==> src/design/i2cmrs_pkg.sv <==
package i2cmrs_pkg;

    localparam int unsigned ByteW     = 8;
    localparam int unsigned TailBytes = 3;
    localparam int unsigned MinReadLen = 4;

    typedef enum logic {
        OP_START = 1'b0,
        OP_EVENT = 1'b1
    } t_opcode;

    typedef enum logic [3:0] {
        PH_IDLE     = 4'd0,
        PH_W_SB     = 4'd1,
        PH_W_ADDR   = 4'd2,
        PH_REG_BTF  = 4'd3,
        PH_DATA_BTF = 4'd4,
        PH_R_SB     = 4'd5,
        PH_R_ADDR   = 4'd6,
        PH_R_BULK   = 4'd7,
        PH_R_NACK   = 4'd8,
        PH_R_LAST2  = 4'd9,
        PH_R_RXNE   = 4'd10
    } t_phase;

    typedef struct packed {
        logic              gen_start;
        logic              gen_stop;
        logic              send_valid;
        logic [ByteW-1:0]  send_byte;
        logic              ack_on;
        logic              store_valid;
        logic [ByteW-1:0]  store_index;
        logic [ByteW-1:0]  store_byte;
        logic              done_res;
        logic              rejected;
        logic              busy_res;
    } t_result;

endpackage

==> src/design/i2c_master_register_access_sequencer_top.sv <==
// Channel   Handshake                     Payload
// input     i_in_valid / o_in_stall       i_opcode .. i_rx_byte
// output    o_out_valid / i_out_stall     o_gen_start .. o_busy_res
//
// One item is accepted per cycle while o_in_stall is low; its result is registered
// in the output register, or in the skid register while a result is stalled. The
// phase and transaction registers are updated in the same cycle the item is accepted.
// A skid register behind the output register keeps the input open for one
// more item while a result is stalled; o_in_stall rises only when it is full.
// Reset is synchronous and clears the phase, counters and valid flags.
module i2c_master_register_access_sequencer_top (
    input  logic       i_clk,
    input  logic       i_rst_n,
    input  logic       i_in_valid,
    output logic       o_in_stall,
    input  logic       i_opcode,
    input  logic       i_is_read,
    input  logic [7:0] i_slave_addr,
    input  logic [7:0] i_reg_addr,
    input  logic [7:0] i_write_byte_in,
    input  logic [7:0] i_read_len,
    input  logic       i_flag_sb,
    input  logic       i_flag_addr,
    input  logic       i_flag_btf,
    input  logic       i_flag_tra,
    input  logic       i_flag_rxne,
    input  logic [7:0] i_rx_byte,
    output logic       o_out_valid,
    input  logic       i_out_stall,
    output logic       o_gen_start,
    output logic       o_gen_stop,
    output logic       o_send_valid,
    output logic [7:0] o_send_byte,
    output logic       o_ack_on,
    output logic       o_store_valid,
    output logic [7:0] o_store_index,
    output logic [7:0] o_store_byte,
    output logic       o_done_res,
    output logic       o_rejected,
    output logic       o_busy_res
);

    localparam int unsigned W = i2cmrs_pkg::ByteW;

    i2cmrs_pkg::t_phase r_phase, n_phase;
    logic [W-1:0] r_byte_count, n_byte_count;
    logic [W-1:0] r_target_addr, n_target_addr;
    logic [W-1:0] r_register_addr, n_register_addr;
    logic [W-1:0] r_write_byte, n_write_byte;
    logic [W-1:0] r_read_length, n_read_length;
    logic         r_read_mode, n_read_mode;
    logic         r_ack_level, n_ack_level;

    i2cmrs_pkg::t_result w_res;
    i2cmrs_pkg::t_result r_out, r_skid;
    logic                r_out_valid, r_skid_valid;

    logic         w_in_fire, w_out_fire, w_out_free;
    logic         w_start_ok;
    logic [W:0]   w_count_inc;
    logic         w_bulk_end;

    assign w_in_fire  = i_in_valid && !r_skid_valid;
    assign w_out_fire = r_out_valid && !i_out_stall;
    assign w_out_free = !r_out_valid || w_out_fire;
    assign o_in_stall = r_skid_valid;

    assign w_start_ok = (r_phase == i2cmrs_pkg::PH_IDLE) &&
                        !(i_is_read && (i_read_len < W'(i2cmrs_pkg::MinReadLen)));
    assign w_count_inc = {1'b0, r_byte_count} + (W+1)'(1);
    // Bulk phase ends once the bytes taken plus the tail reach the length.
    assign w_bulk_end = (w_count_inc + (W+1)'(i2cmrs_pkg::TailBytes)) >=
                        {1'b0, r_read_length};

    // Next state of the phase machine and the transaction registers.
    always_comb begin
        n_phase         = r_phase;
        n_byte_count    = r_byte_count;
        n_target_addr   = r_target_addr;
        n_register_addr = r_register_addr;
        n_write_byte    = r_write_byte;
        n_read_length   = r_read_length;
        n_read_mode     = r_read_mode;
        n_ack_level     = r_ack_level;
        if (i_opcode == i2cmrs_pkg::OP_START) begin
            if (w_start_ok) begin
                n_read_mode     = i_is_read;
                n_target_addr   = i_slave_addr;
                n_register_addr = i_reg_addr;
                n_write_byte    = i_write_byte_in;
                n_read_length   = i_read_len;
                n_byte_count    = '0;
                n_phase         = i2cmrs_pkg::PH_W_SB;
            end
        end else begin
            unique case (r_phase)
                i2cmrs_pkg::PH_IDLE: begin
                end
                i2cmrs_pkg::PH_W_SB: begin
                    if (i_flag_sb) n_phase = i2cmrs_pkg::PH_W_ADDR;
                end
                i2cmrs_pkg::PH_W_ADDR: begin
                    if (i_flag_addr && i_flag_tra) n_phase = i2cmrs_pkg::PH_REG_BTF;
                end
                i2cmrs_pkg::PH_REG_BTF: begin
                    if (i_flag_btf) begin
                        n_phase = r_read_mode ? i2cmrs_pkg::PH_R_SB
                                              : i2cmrs_pkg::PH_DATA_BTF;
                    end
                end
                i2cmrs_pkg::PH_DATA_BTF: begin
                    if (i_flag_btf) n_phase = i2cmrs_pkg::PH_IDLE;
                end
                i2cmrs_pkg::PH_R_SB: begin
                    if (i_flag_sb) n_phase = i2cmrs_pkg::PH_R_ADDR;
                end
                i2cmrs_pkg::PH_R_ADDR: begin
                    if (i_flag_addr && !i_flag_tra) n_phase = i2cmrs_pkg::PH_R_BULK;
                end
                i2cmrs_pkg::PH_R_BULK: begin
                    if (i_flag_btf) begin
                        if (w_bulk_end) begin
                            n_byte_count = '0;
                            n_phase      = i2cmrs_pkg::PH_R_NACK;
                        end else begin
                            n_byte_count = w_count_inc[W-1:0];
                        end
                    end
                end
                i2cmrs_pkg::PH_R_NACK: begin
                    if (i_flag_btf) begin
                        n_ack_level = 1'b0;
                        n_phase     = i2cmrs_pkg::PH_R_LAST2;
                    end
                end
                i2cmrs_pkg::PH_R_LAST2: begin
                    if (i_flag_btf) begin
                        n_ack_level = 1'b1;
                        n_phase     = i2cmrs_pkg::PH_R_RXNE;
                    end
                end
                i2cmrs_pkg::PH_R_RXNE: begin
                    if (i_flag_rxne) n_phase = i2cmrs_pkg::PH_IDLE;
                end
                default: begin
                    n_phase = i2cmrs_pkg::PH_IDLE;
                end
            endcase
        end
    end

    // Result of the item, from the current state and the item's fields.
    always_comb begin
        w_res = '0;
        if (i_opcode == i2cmrs_pkg::OP_START) begin
            w_res.rejected  = !w_start_ok;
            w_res.gen_start = w_start_ok;
        end else begin
            unique case (r_phase)
                i2cmrs_pkg::PH_W_SB: begin
                    if (i_flag_sb) begin
                        w_res.send_valid = 1'b1;
                        w_res.send_byte  = {r_target_addr[W-1:1], 1'b0};
                    end
                end
                i2cmrs_pkg::PH_W_ADDR: begin
                    if (i_flag_addr && i_flag_tra) begin
                        w_res.send_valid = 1'b1;
                        w_res.send_byte  = r_register_addr;
                    end
                end
                i2cmrs_pkg::PH_REG_BTF: begin
                    if (i_flag_btf) begin
                        if (r_read_mode) begin
                            w_res.gen_start = 1'b1;
                        end else begin
                            w_res.send_valid = 1'b1;
                            w_res.send_byte  = r_write_byte;
                        end
                    end
                end
                i2cmrs_pkg::PH_DATA_BTF: begin
                    if (i_flag_btf) begin
                        w_res.gen_stop = 1'b1;
                        w_res.done_res = 1'b1;
                    end
                end
                i2cmrs_pkg::PH_R_SB: begin
                    if (i_flag_sb) begin
                        w_res.send_valid = 1'b1;
                        w_res.send_byte  = {r_target_addr[W-1:1], 1'b1};
                    end
                end
                i2cmrs_pkg::PH_R_BULK: begin
                    if (i_flag_btf) begin
                        w_res.store_valid = 1'b1;
                        w_res.store_index = r_byte_count;
                        w_res.store_byte  = i_rx_byte;
                    end
                end
                i2cmrs_pkg::PH_R_NACK: begin
                    if (i_flag_btf) begin
                        w_res.store_valid = 1'b1;
                        w_res.store_index = r_read_length - W'(i2cmrs_pkg::TailBytes);
                        w_res.store_byte  = i_rx_byte;
                    end
                end
                i2cmrs_pkg::PH_R_LAST2: begin
                    if (i_flag_btf) begin
                        w_res.gen_stop    = 1'b1;
                        w_res.store_valid = 1'b1;
                        w_res.store_index = r_read_length - W'(2);
                        w_res.store_byte  = i_rx_byte;
                    end
                end
                i2cmrs_pkg::PH_R_RXNE: begin
                    if (i_flag_rxne) begin
                        w_res.store_valid = 1'b1;
                        w_res.store_index = r_read_length - W'(1);
                        w_res.store_byte  = i_rx_byte;
                        w_res.done_res    = 1'b1;
                    end
                end
                default: begin
                end
            endcase
        end
        w_res.ack_on   = n_ack_level;
        w_res.busy_res = (n_phase != i2cmrs_pkg::PH_IDLE);
    end

    always_ff @(posedge i_clk) begin
        if (!i_rst_n) begin
            r_phase         <= i2cmrs_pkg::PH_IDLE;
            r_byte_count    <= '0;
            r_target_addr   <= '0;
            r_register_addr <= '0;
            r_write_byte    <= '0;
            r_read_length   <= '0;
            r_read_mode     <= 1'b0;
            r_ack_level     <= 1'b1;
        end else if (w_in_fire) begin
            r_phase         <= n_phase;
            r_byte_count    <= n_byte_count;
            r_target_addr   <= n_target_addr;
            r_register_addr <= n_register_addr;
            r_write_byte    <= n_write_byte;
            r_read_length   <= n_read_length;
            r_read_mode     <= n_read_mode;
            r_ack_level     <= n_ack_level;
        end
    end

    always_ff @(posedge i_clk) begin
        if (!i_rst_n) begin
            r_out_valid  <= 1'b0;
            r_skid_valid <= 1'b0;
        end else if (w_out_free) begin
            r_out_valid  <= r_skid_valid || w_in_fire;
            r_skid_valid <= 1'b0;
        end else if (w_in_fire) begin
            r_skid_valid <= 1'b1;
        end
    end

    always_ff @(posedge i_clk) begin
        if (w_out_free) begin
            r_out <= r_skid_valid ? r_skid : w_res;
        end else if (w_in_fire) begin
            r_skid <= w_res;
        end
    end

    assign o_out_valid   = r_out_valid;
    assign o_gen_start   = r_out.gen_start;
    assign o_gen_stop    = r_out.gen_stop;
    assign o_send_valid  = r_out.send_valid;
    assign o_send_byte   = r_out.send_byte;
    assign o_ack_on      = r_out.ack_on;
    assign o_store_valid = r_out.store_valid;
    assign o_store_index = r_out.store_index;
    assign o_store_byte  = r_out.store_byte;
    assign o_done_res    = r_out.done_res;
    assign o_rejected    = r_out.rejected;
    assign o_busy_res    = r_out.busy_res;

endmodule

==> config.mk <==
export PLATFORM = sky130hd
export DESIGN_NAME = i2c_master_register_access_sequencer_top
export DESIGN_NICKNAME = d
export VERILOG_FILES = /design/src/design/i2cmrs_pkg.sv /design/src/design/i2c_master_register_access_sequencer_top.sv
export SDC_FILE = /design/constraint.sdc
export NUM_CORES = 1
export LEC_CHECK = 0
export BUFFER_PORTS_ARGS = -buffer_cell sky130_fd_sc_hd__buf_2
export CORE_ASPECT_RATIO = 1.25
export CORE_MARGIN = 5
export CORE_UTILIZATION = 35
export CTS_BUF_LIST = sky130_fd_sc_hd__clkbuf_8 sky130_fd_sc_hd__clkbuf_16
export CTS_CLUSTER_SIZE = 20
export DETAILED_ROUTE_END_ITERATION = 8
export PLACE_DENSITY = 0.53
export SLEW_MARGIN = 20
export SYNTH_ARGS = -nofsm -noshare
export SYNTH_HDL_FRONTEND = slang
export SYNTH_SLANG_ARGS = --single-unit
==> constraint.sdc <==
create_clock -name i_clk -period 3.7 [get_ports i_clk]
set_clock_uncertainty 0.1 [all_clocks]
set_input_delay 0.74 -clock i_clk [delete_from_list [all_inputs] [get_ports i_clk]]
set_output_delay 0.74 -clock i_clk [all_outputs]
set_load 0.02 [all_outputs]
== Yosys cells after proc, flatten, opt, wreduce, memory -nomap -nowiden ==
Cells that the tools add are included.

* Add/subtract/negate cells: 5
* $lt $le $gt $ge: 2
* Eq/ne operators: 12
* Multiplexer cells: 46
* Bitwise operators: 3
* Reduce and logical (&&, ||, !) cells: 22

{| class="wikitable"
|+ Operator list
! kind !! count
|-
| one-hot mux 17 bit (4 select lines) || 1
|-
| 2-to-1 mux 4 bit || 13
|-
| 2-to-1 mux 17 bit || 3
|-
| 2-to-1 mux 9 bit || 5
|-
| one-hot mux 4 bit (11 select lines) || 1
|-
| 2-to-1 mux 8 bit || 5
|-
| 2-to-1 mux 18 bit || 2
|-
| one-hot mux 9 bit (4 select lines) || 1
|-
| 2-to-1 mux 32 bit || 1
|-
| equality test 4 x 3 -> 1 bit (second input constant) || 4
|-
| subtractor 8 x 2 -> 8 bit (second input constant) || 2
|-
| equality test 4 bit (second input constant) || 3
|-
| 2-to-1 mux 1 bit || 11
|-
| 2-to-1 mux 10 bit || 1
|-
| adder 8 x 1 -> 9 bit (second input constant) || 1
|-
| adder 9 x 2 -> 9 bit (second input constant) || 1
|-
| greater-or-equal comparator 9 x 8 -> 1 bit || 1
|-
| equality test 4 x 2 -> 1 bit (second input constant) || 2
|-
| < comparator 8 x 3 -> 1 bit (second input constant) || 1
|-
| subtractor 8 x 1 -> 8 bit (second input constant) || 1
|-
| logical AND 1 bit || 6
|-
| logical NOT 1 bit || 6
|-
| equality test 4 x 1 -> 1 bit (second input constant) || 1
|-
| logical NOT 4 bit || 1
|-
| 10 further kinds || 16
|}

* Flip-flop bits (word level): 112

== Longest topological paths before layout ==
* Word-level depth: 9
* Mapped depth: 15

== Worst setup path before layout ==
Ideal clock, no wire load.

* Path type: input port to flip-flop
* Start point: input port i_out_stall
* End point: register r_skid[0] in the netlist's numbering, enable pin
* Data arrival time: 2.950 ns
* Required time: 3.179 ns
* Setup slack: 0.229 ns
* Stages: 2
* Buffers on the path: 0
* Path through: nand2_1 > nor2_1

* Word-level cells in the longest chain between the ends: 5

{| class="wikitable"
|+ Ends and longest elaborated chain
! item !! RTL line !! source
|-
| start, declared || i2c_master_register_access_sequencer_top.sv:29 || <nowiki>input logic i_out_stall,</nowiki>
|-
| logical NOT 1 bit || i2c_master_register_access_sequencer_top.sv:64 || <nowiki>assign w_out_fire = r_out_valid && !i_out_stall;</nowiki>
|-
| logical AND 1 bit || i2c_master_register_access_sequencer_top.sv:64 ||
|-
| logical OR 1 bit || i2c_master_register_access_sequencer_top.sv:65 || <nowiki>assign w_out_free = !r_out_valid || w_out_fire;</nowiki>
|-
| inverter 1 bit (no line) || - ||
|-
| AND reduction 2 bit (no line) || - ||
|-
| end signal, assigned || i2c_master_register_access_sequencer_top.sv:270 || <nowiki>r_skid <= w_res;</nowiki>
|-
| end, declared || i2c_master_register_access_sequencer_top.sv:55 || <nowiki>i2cmrs_pkg::t_result r_out, r_skid;</nowiki>
|}

Every way passes these cells.
A chain may end at the register's enable or synchronous reset.

== Worst setup path after layout ==
* Start point: register r_byte_count[0]
* End point: register r_byte_count[3]

* Word-level cells in the longest chain between the ends: 7

{| class="wikitable"
|+ Ends and longest elaborated chain
! item !! RTL line !! source
|-
| start, declared || i2c_master_register_access_sequencer_top.sv:46 || <nowiki>logic [W-1:0] r_byte_count, n_byte_count;</nowiki>
|-
| start signal, assigned || i2c_master_register_access_sequencer_top.sv:244 || <nowiki>r_byte_count <= n_byte_count;</nowiki>
|-
| adder 8 x 1 -> 9 bit * || i2c_master_register_access_sequencer_top.sv:70 || <nowiki>assign w_count_inc = {1'b0, r_byte_count} + (W+1)'(1);</nowiki>
|-
| adder 9 x 2 -> 9 bit || i2c_master_register_access_sequencer_top.sv:72 || <nowiki>assign w_bulk_end = (w_count_inc + (W+1)'(i2cmrs_pkg::TailBytes)) >=</nowiki>
|-
| greater-or-equal comparator 9 x 8 -> 1 bit || i2c_master_register_access_sequencer_top.sv:72 ||
|-
| 2-to-1 mux 8 bit * || i2c_master_register_access_sequencer_top.sv:122 || <nowiki>if (w_bulk_end) begin</nowiki>
|-
| 2-to-1 mux 8 bit * || i2c_master_register_access_sequencer_top.sv:121 || <nowiki>if (i_flag_btf) begin</nowiki>
|-
| 2-to-1 mux 8 bit * || i2c_master_register_access_sequencer_top.sv:96 || <nowiki>unique case (r_phase)</nowiki>
|-
| 2-to-1 mux 8 bit * || i2c_master_register_access_sequencer_top.sv:85 || <nowiki>if (i_opcode == i2cmrs_pkg::OP_START) begin</nowiki>
|}

Mark *: on every way between the ends. The rest lies on a longest branch, timed or not. The select of a mux whose other input is x is not followed.

==> run_results.csv <==
group,metric,value,unit
synth,synth_mux_area_share,3.99,%
setup_path,setup.worst_path.class,"reg -> reg",
clocking,clockBufferDepth,2,
synth,synth_edf_count,64,
synth,yosysWarnings,0,
setup_path,critPathCaptureType,"register",
clocking,cts_setup_buffers,0,
final_layout,final_area,0.00654,mm²
die,die-area,0.0187,mm²
power_and_ir_drop,p_per_area,406,mW/mm²
setup_path,cpPeakStageDelay,0.51,ns
synth,synthesis.area,0.00561,mm²
synth,ys.flop_type,"edfxtp_1",
die,rows,51,
die,initial_utilization,35.7,%
power_and_ir_drop,vdd_drop_max,187,µV
synth,synth_nets,650,
synth,synthAdderAreaFrac,3.35,%
setup_path,ff2ff_setup_slack,0.31,ns
timing,worst_pin_slew,0.759,ns
setup_path,reg2reg_depth,12,
synth,syn_inst,584,
synth,yosys-top-cells-area,"edfxtp_1, dfxtp_1, nand2_1",
synth,synthArstFlopShare,0,%
drt,drt-total-wl,14.5,mm
global_route,grt_max_degree,50,
timing,slew_violations,0,
timing,fin_crit_sh,91.5,%
die,ios,85,
flow_run,cap_violations,0,
synth,synth_most_common_cell,"nand2_1",
synth,synth_cell_type_count,58,
timing,rsz0062_at_grt,"false",
timing,relSlewSlack,48.8,%
clocking,clk_latency,0.35,ns
drt,firstDrtPassIters,5,
synth,synth_top_cell_area_share,34.3,%
synth,synth-simple-area-share,18.8,%
synth,synth-compound-area-share,17.2,%
drt,num_vias,4572,
timing,fin_tns_setup,0,ns
drt,drc,0,
final_layout,n_fill_cell,1609,
synth,synth_top_family_by_area,"simple AND/OR/NAND/NOR gates",
global_route,grt_usage,15.7,%
hold_path,min_path_cells,2,
clocking,clk_pin_slew,0.07,ns
drt,routedWlPerCell,16.7,µm
power_and_ir_drop,p_leak,2.42,nW
synth,synth_seq_cells,111,
die,coreArea,0.0157,mm²
setup_path,critPathLaunchType,"register",
clocking,cts_max_level,3,
clocking,numCtsBuffers,9,
synth,avgSynthCellArea,9.61,µm²
synth,ys_seq_area_share,51.0,%
timing,hold_viol,0,
timing,timing.fmax,0.295,GHz
global_route,grt_pass1_vias,4406,
clocking,cts-hold-fix-buffers,0,
synth,synth_top_area_cell,"edfxtp_1",
run_status,status,"finished clean",
global_route,grt_pass1_wl,22.8,mm
clocking,cts_resized,0,
setup_path,cpMostUsedCell,"a21oi_1",
placed_design,port_buffers,83,
final_layout,drive_gt1_share,22.0,%
setup_path,critPathMaxFanout,10,
global_route,antenna_found_initial,1,
drt,drt-initial-drc-count,378,
timing,post-route-min-period,3.39,ns
final_layout,syn_to_final_growth,16.6,%
placed_design,gp_congestion,0.885,
clocking,ctsRootBufferMaster,"clkbuf_16",
setup_path,crit_chain,"ha_1 -> and3_1 -> o21ai_0 -> a21oi_1 -> xor2_1 -> ha_1 -> a21oi_1 -> o211ai_1 -> a21oi_1 -> buf_4 -> nand3_1 -> o22ai_1",
setup_path,cp_slowest_cell,"dfxtp_1",
die,die_h,152,µm
drt,postRouteAntennaNets,0,
die,dieWidth,123,µm
drt,vias_per_cell,5.24,
final_layout,nets,720,
global_route,gr-total-overflow,0,
placed_design,hpwl,10.6,mm
synth,synth_common_cells,"nand2_1, edfxtp_1, a21oi_1, dfxtp_1, nor2_1",
timing,setup_viol,0,
setup_path,worstPathArrival,3.56,ns
setup_path,required,3.88,ns
hold_path,hold_class,"reg -> reg",
clocking,cts_tree,"built",
placed_design,dpl_cell_area,0.00624,mm²
synth,synth-xor-area-share,1.56,%
clocking,clkSinkCount,111,
[cell families after synthesis]
family / count (synthesis)
buffers and inverters: 57
adder cells (fa/ha/maj): 15
flip-flops: 111
AO/OA/AOI/OAI: 145
multiplexers: 20
XOR/XNOR: 10
AND/OR/NAND/NOR: 226
[sequential cells by signal (all words and copies together) (netlist names)]
name,cells
r_phase,4
o_store_byte,8
o_send_valid,1
o_send_byte,8
o_rejected,1
r_byte_count,8
r_read_mode,1
o_done_res,1
o_store_valid,1
r_skid,32
o_busy_res,1
o_ack_on,1
o_store_index,8
o_in_stall,1
r_write_byte,8
r_ack_level,1
o_gen_stop,1
r_target_addr,7
r_read_length,8
o_out_valid,1
o_gen_start,1
r_register_addr,8
[critical path, delay by kind of cell (launching register included)]
family                     cells  cell delay (ns)
AOI/OAI and AO/OA              6             1.35
adders and majority gates      2             0.63
DFF                            1             0.51
and+or+nand+nor                2             0.30
buffers and inverters          1             0.27
xor gates and xnor gates       1             0.16
[path summary, 6_finish.rpt]
kind,from,to
max reg2reg,r_byte_count[0],r_byte_count[3]
min,r_register_addr[3],r_register_addr[3]
max,r_byte_count[0],r_byte_count[3]
min reg2reg,r_register_addr[3],r_register_addr[3]
[area by class of cell]
| cell class | count | area (µm²) | area share (%) |
|---|---|---|---|
| Sequential cell | 111 | 2860 | 43.8 |
| Timing Repair Buffer | 95 | 505 | 7.73 |
| Inverter | 21 | 78.8 | 1.21 |
| Multi-Input combinational cell | 416 | 2520 | 38.6 |
| Clock buffer | 10 | 239 | 3.65 |
| Tap cell | 212 | 265 | 4.06 |
| Clock inverter | 6 | 61.3 | 0.937 |
| Antenna cell | 1 | 2.50 | 0.0383 |
[placed cells by master, fill, tap and decap left out, types with 12 or more instances in the layout]
cell | Yosys | routed
nand2_1 | 111 | 111
buf_2 | 10 | 83
edfxtp_1 | 64 | 64
a21oi_1 | 58 | 58
dfxtp_1 | 47 | 46
nor2_1 | 33 | 32
inv_1 | 21 | 21
mux2_2 | 19 | 19
o21ai_0 | 15 | 15
nor3_1 | 15 | 15
o31ai_1 | 15 | 15
ha_1 | 15 | 15
buf_4 | 0 | 12
[where the power goes]
part	leakage (nW)	total (mW)	internal, mW	switching (mW)
clock network	0.144	0.958	0.492	0.465
registers	1.01	1.39	1.36	0.0335
logic	1.26	0.307	0.110	0.198
total	2.42	2.66	1.96	0.697
[metrics by stage]
stage	utilization (%)	cells	power (mW)	hold slack, ns	setup WS [ns]
after floorplan	-	584	1.61	0.336	0.229
after global placement	39.7	855	1.72	0.343	0.387
after detailed placement	39.7	855	1.73	0.346	0.338
after CTS	41.6	871	2.70	0.357	0.319
after global routing	41.7	872	2.77	0.375	0.0252
final	41.7	872	2.66	0.358	0.314
[routing by layer]
layer  track usage [%]  vias to the layer above  routed length (µm)
met5                 0                        -                   0
met2              25.9                      106                7170
met3              2.67                       17                 603
li1                  -                     2277                   -
met4              6.09                        0                 288
met1              20.4                     2172                6470
(Power assumes the default switching activity.)
